<file path="src/hdl/priority_task_scheduler_semaphores_unit_macros.svh">
// Assertion macros for the priority task scheduler
`ifndef PRIORITY_TASK_SCHEDULER_SEMAPHORES_UNIT_MACROS_SVH
`define PRIORITY_TASK_SCHEDULER_SEMAPHORES_UNIT_MACROS_SVH
`ifndef SYNTHESIS
`define PTS_ASSERT_IMPL(label, clk, rst_n, prop, msg) \
    label: assert property (@(posedge clk) disable iff (!rst_n) prop) else $error(msg);
`define PTS_ASSERT_NEXT(label, clk, rst_n, a, b, msg) \
    label: assert property (@(posedge clk) disable iff (!rst_n) a |=> b) else $error(msg);
`else
`define PTS_ASSERT_IMPL(label, clk, rst_n, prop, msg)
`define PTS_ASSERT_NEXT(label, clk, rst_n, a, b, msg)
`endif
`endif

</file>
<file path="src/hdl/pts_pkg.sv">
// Shared types and codes for the priority task scheduler
package pts_pkg;
    localparam logic [2:0] OP_TICK  = 3'd0;
    localparam logic [2:0] OP_P     = 3'd1;
    localparam logic [2:0] OP_PT    = 3'd2;
    localparam logic [2:0] OP_V     = 3'd3;
    localparam logic [2:0] OP_SLEEP = 3'd4;
    localparam logic [2:0] OP_YIELD = 3'd5;
    localparam int CFG_IDX_W = 3;
    localparam logic [15:0] SEM_MAX = 16'sh7FFF;

    typedef struct packed {
        logic [2:0]  operation;
        logic [1:0]  sem_index;
        logic [15:0] ticks;
    } pts_in_t;

    typedef struct packed {
        logic [1:0]         running_task;
        logic               switched;
        logic               timed_out;
        logic               none_ready;
        logic signed [15:0] sem_value;
    } pts_out_t;

    // controller to datapath
    typedef struct packed {
        logic load;   // latch input transaction
        logic exec;   // apply operation
        logic tick;   // process one task for tick
        logic scan;   // examine one task of the ring
        logic commit; // finish scheduling, build result
    } pts_cmd_t;

    // datapath to controller
    typedef struct packed {
        logic is_tick;
        logic resched;
    } pts_sts_t;
endpackage

</file>
<file path="src/hdl/pts_datapath.sv">
// Scheduler state, semaphore queues and one-task-a-cycle scan
module pts_datapath #(
    parameter int NUM_TASKS = 4,
    parameter int NUM_SEMS  = 4,
    parameter int TICK_BITS = 16
) (
    input  logic              aclk,
    input  logic              aresetn,
    input  pts_pkg::pts_in_t  in_data,
    input  pts_pkg::pts_cmd_t cmd,
    input  logic [1:0]        step,
    input  logic              cfg_we,
    input  logic [2:0]        cfg_idx,
    input  logic [7:0]        cfg_data,
    output pts_pkg::pts_sts_t sts,
    output pts_pkg::pts_out_t res
);
    import pts_pkg::*;

    logic [7:0]           prio_reg [4];
    logic [7:0]           start_reg [4];
    logic [1:0]           running_reg;
    logic [3:0]           blk_reg, slp_reg, tmo_reg;
    logic [TICK_BITS-1:0] left_reg [4];
    logic [1:0]           wsem_reg [4], link_reg [4];
    logic signed [15:0]   cnt_reg [4];
    logic [1:0]           head_reg [4], tail_reg [4];
    logic [3:0]           full_reg;
    pts_in_t              in_reg;
    logic [1:0]           cur_reg, best_reg;
    logic                 found_reg, resched_reg;

    logic [1:0]           s, cur, t, ts;
    logic                 sem_ok, rdy_cur;
    logic [TICK_BITS-1:0] tk, dec;
    logic signed [15:0]   cnt_dec;

    assign s      = in_reg.sem_index;
    assign cur    = cur_reg;
    assign sem_ok = 32'(s) < NUM_SEMS;
    assign rdy_cur = !blk_reg[cur] && !slp_reg[cur];
    assign tk = (TICK_BITS >= 16) ? TICK_BITS'(in_reg.ticks)
              : ((in_reg.ticks >> TICK_BITS) != 16'd0 ? '1 : TICK_BITS'(in_reg.ticks));
    assign cnt_dec = cnt_reg[s] - 16'sd1;
    assign t  = step;
    assign dec = left_reg[t] - 1'b1;
    // ring position for scan step
    always_comb begin
        logic [2:0] sum;
        sum = 3'(cur_reg) + 3'(step) + 3'd1;
        ts = (32'(sum) >= NUM_TASKS) ? 2'(32'(sum) - NUM_TASKS) : sum[1:0];
    end

    assign sts.is_tick = in_reg.operation == OP_TICK;
    assign sts.resched = resched_reg;

    always_ff @(posedge aclk) begin
        if (!aresetn) begin
            running_reg <= '0;
            blk_reg <= '0; slp_reg <= '0; tmo_reg <= '0; full_reg <= '0;
            resched_reg <= 1'b0; found_reg <= 1'b0;
            for (int i = 0; i < 4; i++) begin
                left_reg[i] <= '0; wsem_reg[i] <= '0; link_reg[i] <= '0;
                head_reg[i] <= '0; tail_reg[i] <= '0;
            end
            prio_reg[0] <= 8'd70; prio_reg[1] <= 8'd50;
            prio_reg[2] <= 8'd30; prio_reg[3] <= 8'd30;
            start_reg[0] <= 8'd0; start_reg[1] <= 8'd0;
            start_reg[2] <= 8'd0; start_reg[3] <= 8'd1;
            cnt_reg[0] <= 16'sd0; cnt_reg[1] <= 16'sd0;
            cnt_reg[2] <= 16'sd0; cnt_reg[3] <= 16'sd1;
        end else begin
            // configuration writes
            if (cfg_we) begin
                if (!cfg_idx[2]) prio_reg[cfg_idx[1:0]] <= cfg_data;
                else begin
                    start_reg[cfg_idx[1:0]] <= cfg_data;
                    if (32'(cfg_idx[1:0]) < NUM_SEMS && !full_reg[cfg_idx[1:0]])
                        cnt_reg[cfg_idx[1:0]] <= {8'd0, cfg_data};
                end
            end
            // latch transaction
            if (cmd.load) begin
                in_reg <= in_data;
                cur_reg <= running_reg;
                resched_reg <= 1'b0;
                found_reg <= 1'b0;
            end
            // apply operation
            if (cmd.exec) begin
                case (in_reg.operation)
                    OP_TICK, OP_YIELD: resched_reg <= 1'b1;
                    OP_P, OP_PT: begin
                        if (sem_ok) begin
                            if (in_reg.operation == OP_PT) tmo_reg[cur] <= 1'b0;
                            if (rdy_cur) begin
                                cnt_reg[s] <= cnt_dec;
                                if (cnt_dec < 0) begin
                                    wsem_reg[cur] <= s;
                                    blk_reg[cur] <= 1'b1;
                                    if (in_reg.operation == OP_PT) begin
                                        slp_reg[cur] <= 1'b1;
                                        left_reg[cur] <= tk;
                                    end
                                    link_reg[cur] <= '0;
                                    if (full_reg[s]) link_reg[tail_reg[s]] <= cur;
                                    else begin
                                        head_reg[s] <= cur;
                                        full_reg[s] <= 1'b1;
                                    end
                                    tail_reg[s] <= cur;
                                    resched_reg <= 1'b1;
                                end
                            end
                        end
                    end
                    OP_V: begin
                        if (sem_ok) begin
                            if (cnt_reg[s] != $signed(SEM_MAX))
                                cnt_reg[s] <= cnt_reg[s] + 16'sd1;
                            if (full_reg[s]) begin
                                blk_reg[head_reg[s]] <= 1'b0;
                                slp_reg[head_reg[s]] <= 1'b0;
                                if (tail_reg[s] == head_reg[s]) full_reg[s] <= 1'b0;
                                else head_reg[s] <= link_reg[head_reg[s]];
                                if (prio_reg[head_reg[s]] > prio_reg[cur])
                                    resched_reg <= 1'b1;
                            end
                        end
                    end
                    OP_SLEEP: begin
                        if (rdy_cur) begin
                            slp_reg[cur] <= 1'b1;
                            left_reg[cur] <= tk;
                            resched_reg <= 1'b1;
                        end
                    end
                    default: ;
                endcase
            end
            // count down one task; unlink it on timeout (queue is at most 4 deep)
            if (cmd.tick && 32'(t) < NUM_TASKS && slp_reg[t]) begin
                left_reg[t] <= dec;
                if (dec == '0) begin
                    slp_reg[t] <= 1'b0;
                    if (blk_reg[t]) begin
                        logic [1:0] q, p;
                        q = wsem_reg[t];
                        blk_reg[t] <= 1'b0;
                        tmo_reg[t] <= 1'b1;
                        if (cnt_reg[q] != $signed(SEM_MAX))
                            cnt_reg[q] <= cnt_reg[q] + 16'sd1;
                        if (full_reg[q]) begin
                            if (head_reg[q] == t) begin
                                if (tail_reg[q] == t) full_reg[q] <= 1'b0;
                                else head_reg[q] <= link_reg[t];
                            end else begin
                                p = head_reg[q];
                                for (int i = 0; i < 3; i++) begin
                                    if (p != tail_reg[q] && link_reg[p] == t) begin
                                        link_reg[p] <= link_reg[t];
                                        if (tail_reg[q] == t) tail_reg[q] <= p;
                                        p = tail_reg[q];
                                    end else if (p != tail_reg[q]) p = link_reg[p];
                                end
                            end
                        end
                    end
                end
            end
            // examine one task of the ring
            if (cmd.scan && 32'(step) < NUM_TASKS) begin
                if (!blk_reg[ts] && !slp_reg[ts] &&
                    (!found_reg || prio_reg[ts] > prio_reg[best_reg])) begin
                    best_reg <= ts;
                    found_reg <= 1'b1;
                end
            end
            // result
            if (cmd.commit) begin
                if (resched_reg && found_reg) running_reg <= best_reg;
                res.running_task <= (resched_reg && found_reg) ? best_reg : cur_reg;
                res.switched <= resched_reg && found_reg && best_reg != cur_reg;
                res.timed_out <= tmo_reg[(resched_reg && found_reg) ? best_reg : cur_reg];
                res.none_ready <= resched_reg && !found_reg;
                res.sem_value <= ((in_reg.operation == OP_P || in_reg.operation == OP_PT
                    || in_reg.operation == OP_V) && sem_ok) ? cnt_reg[s] : 16'sd0;
            end
        end
    end
endmodule

</file>
<file path="src/hdl/pts_controller.sv">
// Sequencing state machine and output handshake for the scheduler
module pts_controller (
    input  logic              aclk,
    input  logic              aresetn,
    input  logic              s_valid,
    output logic              s_ready,
    output logic              m_valid,
    input  logic              m_ready,
    input  pts_pkg::pts_sts_t sts,
    output pts_pkg::pts_cmd_t cmd,
    output logic [1:0]        step
);
    import pts_pkg::*;

    localparam logic [2:0] ST_IDLE = 3'd0;
    localparam logic [2:0] ST_EXEC = 3'd1;
    localparam logic [2:0] ST_TICK = 3'd2;
    localparam logic [2:0] ST_SCAN = 3'd3;
    localparam logic [2:0] ST_DONE = 3'd4;

    logic [2:0] state_reg, state_next;
    logic [1:0] step_reg, step_next;
    logic       mv_reg, mv_next;

    assign step    = step_reg;
    assign m_valid = mv_reg;
    assign s_ready = (state_reg == ST_IDLE) && (!mv_reg || m_ready);

    // sequence one transaction
    always_comb begin
        state_next = state_reg;
        step_next  = step_reg;
        mv_next    = mv_reg && !m_ready;
        cmd        = '0;
        case (state_reg)
            ST_IDLE: begin
                if (s_valid && s_ready) begin
                    cmd.load = 1'b1;
                    state_next = ST_EXEC;
                end
            end
            ST_EXEC: begin
                step_next = '0;
                if (sts.is_tick) state_next = ST_TICK;
                else begin
                    cmd.exec = 1'b1;
                    state_next = ST_SCAN;
                end
            end
            ST_TICK: begin
                cmd.tick = 1'b1;
                step_next = step_reg + 2'd1;
                if (step_reg == 2'd3) begin
                    cmd.exec = 1'b1;
                    state_next = ST_SCAN;
                end
            end
            ST_SCAN: begin
                cmd.scan = 1'b1;
                step_next = step_reg + 2'd1;
                if (step_reg == 2'd3) state_next = ST_DONE;
            end
            ST_DONE: begin
                cmd.commit = 1'b1;
                mv_next = 1'b1;
                state_next = ST_IDLE;
            end
            default: state_next = ST_IDLE;
        endcase
    end

    always_ff @(posedge aclk) begin
        if (!aresetn) begin
            state_reg <= ST_IDLE;
            step_reg  <= '0;
            mv_reg    <= 1'b0;
        end else begin
            state_reg <= state_next;
            step_reg  <= step_next;
            mv_reg    <= mv_next;
        end
    end
endmodule

</file>
<file path="src/hdl/priority_task_scheduler_semaphores_unit.sv">
// Top level of the priority task scheduler with counting semaphores
// Usage:
//   s_valid/s_ready carry one operation transaction (operation, sem_index,
//   ticks); m_valid/m_ready carry the one result transaction it produces.
//   cfg_we/cfg_idx/cfg_data write priorities (0..3) and semaphore start
//   counts (4..7); write only while idle.
// Sequence:
//   A non-tick operation is applied, then each task of the ring is scanned
//   by priority and the result is registered to m_valid; a tick first counts
//   down and unlinks each task in turn, then does the same scan. One item is
//   in flight at a time; the next is accepted once the result register is
//   free or taken.
// Reset:
//   aresetn low at a clock edge clears all task and queue state, restores the
//   default priorities and start counts and loads the semaphore counters.
// Stall:
//   The result register holds while m_ready is low, and no new
//   transaction is accepted until the result is taken.
`include "priority_task_scheduler_semaphores_unit_macros.svh"
module priority_task_scheduler_semaphores_unit #(
    parameter int NUM_TASKS = 4,
    parameter int NUM_SEMS  = 4,
    parameter int TICK_BITS = 16
) (
    input  logic              aclk,
    input  logic              aresetn,
    input  logic              s_valid,
    output logic              s_ready,
    input  pts_pkg::pts_in_t  s_data,
    output logic              m_valid,
    input  logic              m_ready,
    output pts_pkg::pts_out_t m_data,
    input  logic              cfg_we,
    input  logic [2:0]        cfg_idx,
    input  logic [7:0]        cfg_data
);
    import pts_pkg::*;

    pts_cmd_t   cmd;
    pts_sts_t   sts;
    logic [1:0] step;

    pts_controller u_ctrl (
        .aclk, .aresetn, .s_valid, .s_ready, .m_valid, .m_ready,
        .sts, .cmd, .step
    );

    pts_datapath #(
        .NUM_TASKS(NUM_TASKS), .NUM_SEMS(NUM_SEMS), .TICK_BITS(TICK_BITS)
    ) u_dp (
        .aclk, .aresetn, .in_data(s_data), .cmd, .step,
        .cfg_we, .cfg_idx, .cfg_data, .sts, .res(m_data)
    );

    `PTS_ASSERT_IMPL(a_no_accept_busy, aclk, aresetn, (m_valid && !m_ready) |-> !s_ready, "accept while result stalled")
    `PTS_ASSERT_NEXT(a_accept_busy, aclk, aresetn, (s_valid && s_ready), !s_ready, "accept two in a row")
    `PTS_ASSERT_IMPL(a_cmd_onehot, aclk, aresetn, $onehot0({cmd.load, cmd.scan, cmd.commit}), "command overlap")
endmodule

</file>
<file path="config.mk">
export PLATFORM = sky130hd
export DESIGN_NAME = priority_task_scheduler_semaphores_unit
export DESIGN_NICKNAME = d
export VERILOG_FILES = /design/src/hdl/pts_pkg.sv /design/src/hdl/pts_datapath.sv /design/src/hdl/pts_controller.sv /design/src/hdl/priority_task_scheduler_semaphores_unit.sv
export VERILOG_INCLUDE_DIRS = /design/src /design/src/hdl
export SDC_FILE = /design/constraint.sdc
export NUM_CORES = 1
export LEC_CHECK = 0
export BUFFER_PORTS_ARGS = -buffer_cell sky130_fd_sc_hd__buf_4
export CAP_MARGIN = 10
export CORE_MARGIN = 3
export CORE_UTILIZATION = 62
export DETAILED_ROUTE_END_ITERATION = 16
export GPL_TIMING_DRIVEN = 1
export PLACE_DENSITY = 0.8
export RECOVER_POWER = 100
export SYNTH_ARGS = -nofsm -noshare
export SYNTH_HDL_FRONTEND = slang
export SYNTH_SLANG_ARGS = --single-unit
</file>
<file path="constraint.sdc">
create_clock -name aclk -period 8.05 [get_ports aclk]
set_input_delay 0.805 -clock aclk [delete_from_list [all_inputs] [get_ports aclk]]
set_output_delay 0.805 -clock aclk [all_outputs]
set_load 0.02 [all_outputs]
</file>
==> impl_results.md, run 1 <==
* Status: finished, violations left
* Failing checks: capacitance limit, slew limit
* Cell with the most instances after synthesis: edfxtp_1
* Drc violations at 0
* Detail Placement HPWL at 32.6 mm
* Max-cap violations at 1
* Max clock buf depth at 3
* Seq/Total Area, Yosys at 45.5%
* Antenna violations before repair at 1
* Diode count at 0
* H-tree Lvls at 1
* Post-CTS Setup Bufs at 0
* Leakage power at 6.36 nW
* Hold Vio Cnt, Final at 0
* Cell area after synthesis at 0.0172 mm²
* Sw Pwr at 1.05 mW
* Crit path largest cell delay at 1.06 ns
* # clock sinks at 272
* Post-route ant nets at 0
* Ys Warns at 0
* Placer congestion estimate at 0.955
* Initial Util at 63.5%
* Register share of total power at 45.0%
* Row count at 60
* Arr. time, crit path at 7.34 ns
* Crit. End Element: register
* Hold Path Class: primary input to register
* Die span in y at 173 µm
* Drt initial violations at 1982
* Routed Wire Length at 47.9 mm
* Syn-to-layout area delta at 8.22%
* Worst Tran Pin Value at 1.95 ns
* Logic pwr share at 20.1%
* Die span in x at 173 µm
* Critical Path Start Type: register
* Fin crit period at 7.18 ns
* Largest net degree at the start of global routing at 44
* Final Max Slew Viols at 44
* Share of the synthesized area in the top cell type at 41.5%
* Final setup violation count at 0
* R2R Setup Slk at 0.87 ns
* First-pass GRT wire length at 75.7 mm
* Cell-internal power at 2.60 mW
* Power Total at 3.65 mW
* CTS tree: done
* Critical-path cell list: clkbuf_1 -> mux4_2 -> inv_1 -> ha_1 -> inv_1 -> nor4_1 -> inv_1 -> or3_1 -> xor2_1 -> nand3_1 -> nor4_1 -> buf_4 -> and2_0 -> nand2_1 -> nor2_1 -> nand2_1 -> nand3_1
* Clock skew at 0.0291 ns
* Syn Inst Count at 1625
* Core area at 0.0271 mm²
* Final worst path period share at 89.2%
* Pre-Repair DR Iteration Count at 6
* Maximum VDD drop at 177 µV
* Layout Nets at 1711
* Library cells used by synthesis at 81
* Via-to-Cell Ratio at 6.93
* Clock Root Buffer: clkbuf_16
* Largest fanout on the critical path at 16
* Most common cell on crit path: inv_1
* CP max stage cell: clkbuf_1
* Number of global-route vias before repair at 13800
* Main synth FF type: edfxtp_1
* Post-synth EDFFs at 238
* Die area at 0.0298 mm²
* Gr usage total at 31.5%
* Critical path required time at 8.21 ns
* Setup TNS Final at 0 ns
* Synth area leaders: edfxtp_1, mux4_2, o21ai_0
* Flops & latches, synth at 272
* Post_cts resized at 0
* Clock-pin slew on the worst setup and hold paths at 0.06 ns
* Fmax at 0.139 GHz
* WL per Instance at 23.5 µm
* Pwr per Cell Area at 196 mW/mm²
* WS Path Type: register to register
* Syn_area_per_cell at 10.6 µm²
* Syn Nets at 1688
* Io pins at 60
* Ratio of cells with drive above 1 in the final layout at 13.6%
* Top post-synthesis cells by count: edfxtp_1, nand2_1, o21ai_0
* Clock group share of total power at 34.9%
* Total CTS buffers at 29
* Async SR Flop Fraction at 0%
* Overflow left after global routing at 0
* Max-slew headroom at -30.2%
* Vias at 14200
* Worst-skew pair later-pin latency at 0.57 ns
* RSZ-0062 raised after global routing: no
* IO Port Bufs at 59
* Sw Share at 28.9%
* Post-cts hold buffer count at 0
* Dominant cell type by area after synthesis: edfxtp_1
==> metrics by stage <==
stage	utilization [%]	hold WS (ns)	setup slack, ns	std cells	cell area [µm²]
finish	68.8	0.436	0.868	2043	18600
global route	68.8	0.415	0.394	2043	18600
floorplan	-	0.424	1.56	1625	17200
global placement	66.3	0.433	1.49	1988	18000
detailed placement	66.3	0.440	1.32	1988	18000
CTS	69.7	0.403	1.29	2042	18900
==> power groups by stage <==
stage / sequential, mW / clock [mW] / combinational (mW)
6_report: 1.64 / 1.28 / 0.734
5_1_grt: 1.65 / 1.34 / 0.796
4_1_cts: 1.64 / 1.28 / 0.743
3_5_place_dp: 1.67 / 0 / 0.735
3_3_place_gp: 1.67 / 0 / 0.719
2_1_floorplan: 1.64 / 0 / 0.577
==> layout make-up <==
cell class | instances | area [µm²]
inverter | 48 | 180
clock inverter | 19 | 153
clock buffer | 35 | 748
multi-input combinational | 1211 | 8750
sequential | 272 | 7830
fill | 1975 | 8460
tap | 372 | 465
timing repair buffer | 86 | 517
==> worst paths after layout <==
kind                             from             endpoint  cells past startpoint
hold / removal              s_data[3]           u_dp.tk[3]                      1
hold reg to reg   u_dp.running_reg[0]          u_dp.cur[0]                      0
setup / recovery             register  u_dp.cnt_reg[3][12]                     17
setup reg to reg             register  u_dp.cnt_reg[3][12]                     17
==> placed cells by master, fill, tap and decap left out, types with 30 or more instances in the layout <==
cell type,n
edfxtp_1,238
nand2_1,198
o21ai_0,179
nor2_1,105
nand3_1,103
mux4_2,94
a21oi_1,62
inv_1,46
clkbuf_1,41
mux2i_1,40
dfxtp_1,34
nor3_1,32
xnor2_1,30
==> logic make-up (layout without fill, tap and decap cells) <==
group                      Yosys count  in the layout  share of synthesized area, %
muxes                              152            152                          15.9
adders and majority gates           26             26                          1.89
DFF                                272            272                          45.5
xor gates and xnor gates            55             55                          2.80
buffers and inverters              142            188                          3.21
and+or+nand+nor                    614            614                          17.4
AOI/OAI and AO/OA                  364            364                          13.4
==> critical path: cells and delay by family, from the launching register on <==
| family | cells | cell delay [ns] |
|---|---|---|
| buffers and inverters | 5 | 1.62 |
| and+or+nand+nor | 9 | 3.39 |
| adders and majority gates | 1 | 0.19 |
| DFF | 1 | 0.51 |
| muxes | 1 | 0.73 |
| xor gates and xnor gates | 1 | 0.35 |
==> per-layer routing <==
| metal | GRT usage, % | vias up | part of all wire, % |
|---|---|---|---|
| met5 | 0 | - | 0.025 |
| met2 | 52.0 | 907 | 48 |
| met1 | 43.5 | 6850 | 38 |
| met3 | 4.77 | 140 | 11 |
| li1 | - | 6257 | - |
| met4 | 10.5 | 2 | 3.1 |
(Power assumes the default switching activity.)
==> run 2: changes to the inputs <==
--- a/config.mk
+++ b/config.mk
@@ -6,6 +6,7 @@
 export SDC_FILE = /design/constraint.sdc
 export NUM_CORES = 1
 export LEC_CHECK = 0
+export ABC_AREA = 1
 export BUFFER_PORTS_ARGS = -buffer_cell sky130_fd_sc_hd__buf_4
 export CAP_MARGIN = 10
 export CORE_MARGIN = 3
==> impl_results.md, run 2 <==
* Status: finished, violations left (unchanged)
* Failing checks: capacitance limit, slew limit (unchanged)
* Layout Utilization at 68.0% (was 68.8%)
* Detail Placement HPWL at 40.0 mm (was 32.6 mm)
* Syn Inst Count at 2219 (was 1625)
* Syn_area_per_cell at 7.98 µm² (was 10.6 µm²)
* Crit. End Element: register (unchanged)
* Share of the synthesized area in the top cell type at 40.3% (was 41.5%)
* Placer congestion estimate at 1.04 (was 0.955)
* Post-synth EDFFs at 238 (unchanged)
* Drt initial violations at 2335 (was 1982)
* Fmax at 0.146 GHz (was 0.139 GHz)
* Clock skew at 0.0147 ns (was 0.0291 ns)
* Die span in x at 175 µm (was 173 µm)
* Cell-internal power at 3.26 mW (was 2.60 mW)
* Row count at 61 (was 60)
* Post-DP Area at 0.0183 mm² (was 0.0180 mm²)
* Ys Warns at 0 (unchanged)
* Routed Wire Length at 56.3 mm (was 47.9 mm)
* Final setup violation count at 0 (unchanged)
* Max clock buf depth at 3 (unchanged)
* Fin area at 0.0190 mm² (was 0.0186 mm²)
* Worst-skew pair later-pin latency at 0.56 ns (was 0.57 ns)
* Clock Root Buffer: clkbuf_16 (unchanged)
* Initial Util at 63.3% (was 63.5%)
* Most common cell on crit path: nor2_1 (was inv_1)
* Max-cap violations at 5 (was 1)
* Final worst path period share at 85.1% (was 89.2%)
* RSZ-0062 raised after global routing: no (unchanged)
* Syn-to-layout area delta at 7.49% (was 8.22%)
* Fin crit period at 6.85 ns (was 7.18 ns)
* Register share of total power at 28.9% (was 45.0%)
* Max-slew headroom at -102% (was -30.2%)
* H-tree Lvls at 1 (unchanged)
* Final Max Slew Viols at 131 (was 44)
* Maximum VDD drop at 306 µV (was 177 µV)
* Vias at 17200 (was 14200)
* Post-cts hold buffer count at 0 (unchanged)
* # clock sinks at 272 (unchanged)
* Antenna violations before repair at 1 (unchanged)
* Synth area leaders: edfxtp_1, nand2_1, inv_1 (was edfxtp_1, mux4_2, o21ai_0)
* CP max stage cell: inv_1 (was clkbuf_1)
* Critical Path Start Type: register (unchanged)
* Leakage power at 7.54 nW (was 6.36 nW)
* Syn Nets at 2282 (was 1688)
* Total CTS buffers at 29 (unchanged)
* Largest net degree at the start of global routing at 55 (was 44)
* Arr. time, crit path at 6.83 ns (was 7.34 ns)
* Ratio of cells with drive above 1 in the final layout at 6.22% (was 13.6%)
* Sw Share at 46.2% (was 28.9%)
* Hold Vio Cnt, Final at 0 (unchanged)
* Top post-synthesis cells by count: nand2_1, inv_1, edfxtp_1 (was edfxtp_1, nand2_1, o21ai_0)
* Cell area after synthesis at 0.0177 mm² (was 0.0172 mm²)
* Clock group share of total power at 21.8% (was 34.9%)
* # fillers at 2359 (was 1975)
* Drc violations at 0 (unchanged)
* Pre-Repair DR Iteration Count at 7 (was 6)
* Critical path required time at 8.04 ns (was 8.21 ns)
* Pwr per Cell Area at 318 mW/mm² (was 196 mW/mm²)
* Async SR Flop Fraction at 0% (unchanged)
* Cell with the most instances after synthesis: nand2_1 (was edfxtp_1)
* Die area at 0.0306 mm² (was 0.0298 mm²)
* Io pins at 60 (unchanged)
* First-pass GRT wire length at 87.1 mm (was 75.7 mm)
* Most frequent cells in the layout: nand2_1, inv_1, edfxtp_1 (was edfxtp_1, nand2_1, o21ai_0)
* Number of global-route vias before repair at 16100 (was 13800)
* Post-route ant nets at 0 (unchanged)
* Die span in y at 175 µm (was 173 µm)
* Layout Nets at 2297 (was 1711)
* WS Path Type: register to register (unchanged)
* Logic pwr share at 49.3% (was 20.1%)
* Overflow left after global routing at 0 (unchanged)
* Largest fanout on the critical path at 38 (was 16)
* Dominant cell type by area after synthesis: edfxtp_1 (unchanged)
* Hold Path Class: primary input to register (unchanged)
* Via-to-Cell Ratio at 6.55 (was 6.93)
* Most common cell after layout, fill and taps aside: nand2_1 (was edfxtp_1)
* Worst Hold Slack at 0.448 ns (was 0.436 ns)
* WL per Instance at 21.4 µm (was 23.5 µm)
* Critical-path cell list: inv_1 -> nand3_4 -> nand2_4 -> nor2_1 -> inv_1 -> o22ai_1 -> nor2_1 -> ha_1 -> inv_1 -> nor2_1 -> nand3_1 -> nor2_1 -> nand2_1 -> nor3_1 -> nand4_1 -> nor3_1 -> nand2_1 -> nand2_1 -> nor2_1 -> inv_1 -> nand4_1 (was clkbuf_1 -> mux4_2 -> inv_1 -> ha_1 -> inv_1 -> nor4_1 -> inv_1 -> or3_1 -> xor2_1 -> nand3_1 -> nor4_1 -> buf_4 -> and2_0 -> nand2_1 -> nor2_1 -> nand2_1 -> nand3_1)
* Library cells used by synthesis at 63 (was 81)
* Power Total at 6.06 mW (was 3.65 mW)
* CTS tree: done (unchanged)
* Gr usage total at 35.6% (was 31.5%)
* Main synth FF type: edfxtp_1 (unchanged)
* Seq/Total Area, Yosys at 44.2% (was 45.5%)
* Setup TNS Final at 0 ns (unchanged)
* IO Port Bufs at 59 (unchanged)
* Post-CTS Setup Bufs at 0 (unchanged)
* Sw Pwr at 2.80 mW (was 1.05 mW)
* Post_cts resized at 0 (unchanged)
* Worst Tran Pin Value at 3.02 ns (was 1.95 ns)
* Flops & latches, synth at 272 (unchanged)
* Clock-pin slew on the worst setup and hold paths at 0.06 ns (about the same)
* Core area at 0.0280 mm² (was 0.0271 mm²)
* Crit path largest cell delay at 0.96 ns (was 1.06 ns)
run 2: changes by cell type in the layout (fill, tap and decap cells not counted), moves of 21 or more:
| cell | previous run | this run |
|---|---|---|
| nand2_1 | 198 | 453 |
| inv_1 | 46 | 274 |
| mux4_2 | 94 | 0 |
| nor2_1 | 105 | 194 |
| o22ai_1 | 5 | 77 |
| a21oi_1 | 62 | 118 |
| nand3_1 | 103 | 155 |
| mux2i_1 | 40 | 1 |
| o211ai_1 | 14 | 42 |
| a22oi_1 | 2 | 25 |
| and2_0 | 23 | 0 |
| nand2_2 | 0 | 21 |
run 2: path summary, 6_finish.rpt:
| check | from | end | slack (ns) | cells after the start |
|---|---|---|---|---|
| worst min register to register | u_dp.running_reg[1] | u_dp.cur[1] | 0.46 | 0 |
| worst max-delay path | register | u_dp.cnt_reg[0][15] | 1.20 | 21 |
| worst max register to register | register | u_dp.cnt_reg[0][15] | 1.20 | 21 |
| worst min-delay path | s_data[20] | u_dp.in_reg[20] | 0.45 | 1 |
run 2: kinds of logic after synthesis:
logic type / share of synthesized area, %
XOR/XNOR: 2.42
flip-flops: 44.2
buffers and inverters: 8.36
multiplexers: 0.247
AO/OA/AOI/OAI: 20.0
AND/OR/NAND/NOR: 23.0
adder cells (fa/ha/maj): 1.84
run 2: cell type report:
type	instances	area, µm²	share of cell area (%)
diodes	1	2.50	0.0131
clock buffers	32	737	3.87
flip-flops and latches	272	7830	41.1
repair buffers	69	387	2.03
well taps	378	473	2.48
multi-input cells	1568	8330	43.8
inverters	294	1110	5.81
clock inverters	17	179	0.939
run 2: layer usage:
layer	routed length, µm	GRT usage [%]	share of wire, %
met1	21700	48.2	39
met2	25500	57.1	45
met3	6660	7.13	12
met4	2370	13.6	4.2
met5	0	0	0
run 2: per-stage QoR:
step	setup slack, ns	std cells
floorplan	3.64	2219
global placement	1.83	2580
CTS	1.75	2629
finish	1.20	2631
detailed placement	1.80	2580
global route	0.538	2630
run 2: power by group through the flow:
stage	logic (mW)	clock network, mW	registers [mW]
final	2.99	1.32	1.75
after global routing	3.29	1.37	1.76
after detailed placement	2.91	0	1.77
after global placement	2.85	0	1.77
after CTS	2.94	1.32	1.74
after floorplan	2.28	0	1.72
run 2: critical path: cells and delay by family, from the launching register on:
kind / cells / cell delay [ns]
AO/OA/AOI/OAI: 1 / 0.11
adder cells (fa/ha/maj): 1 / 0.22
buffers and inverters: 4 / 1.95
flip-flops: 1 / 0.37
AND/OR/NAND/NOR: 15 / 3.62
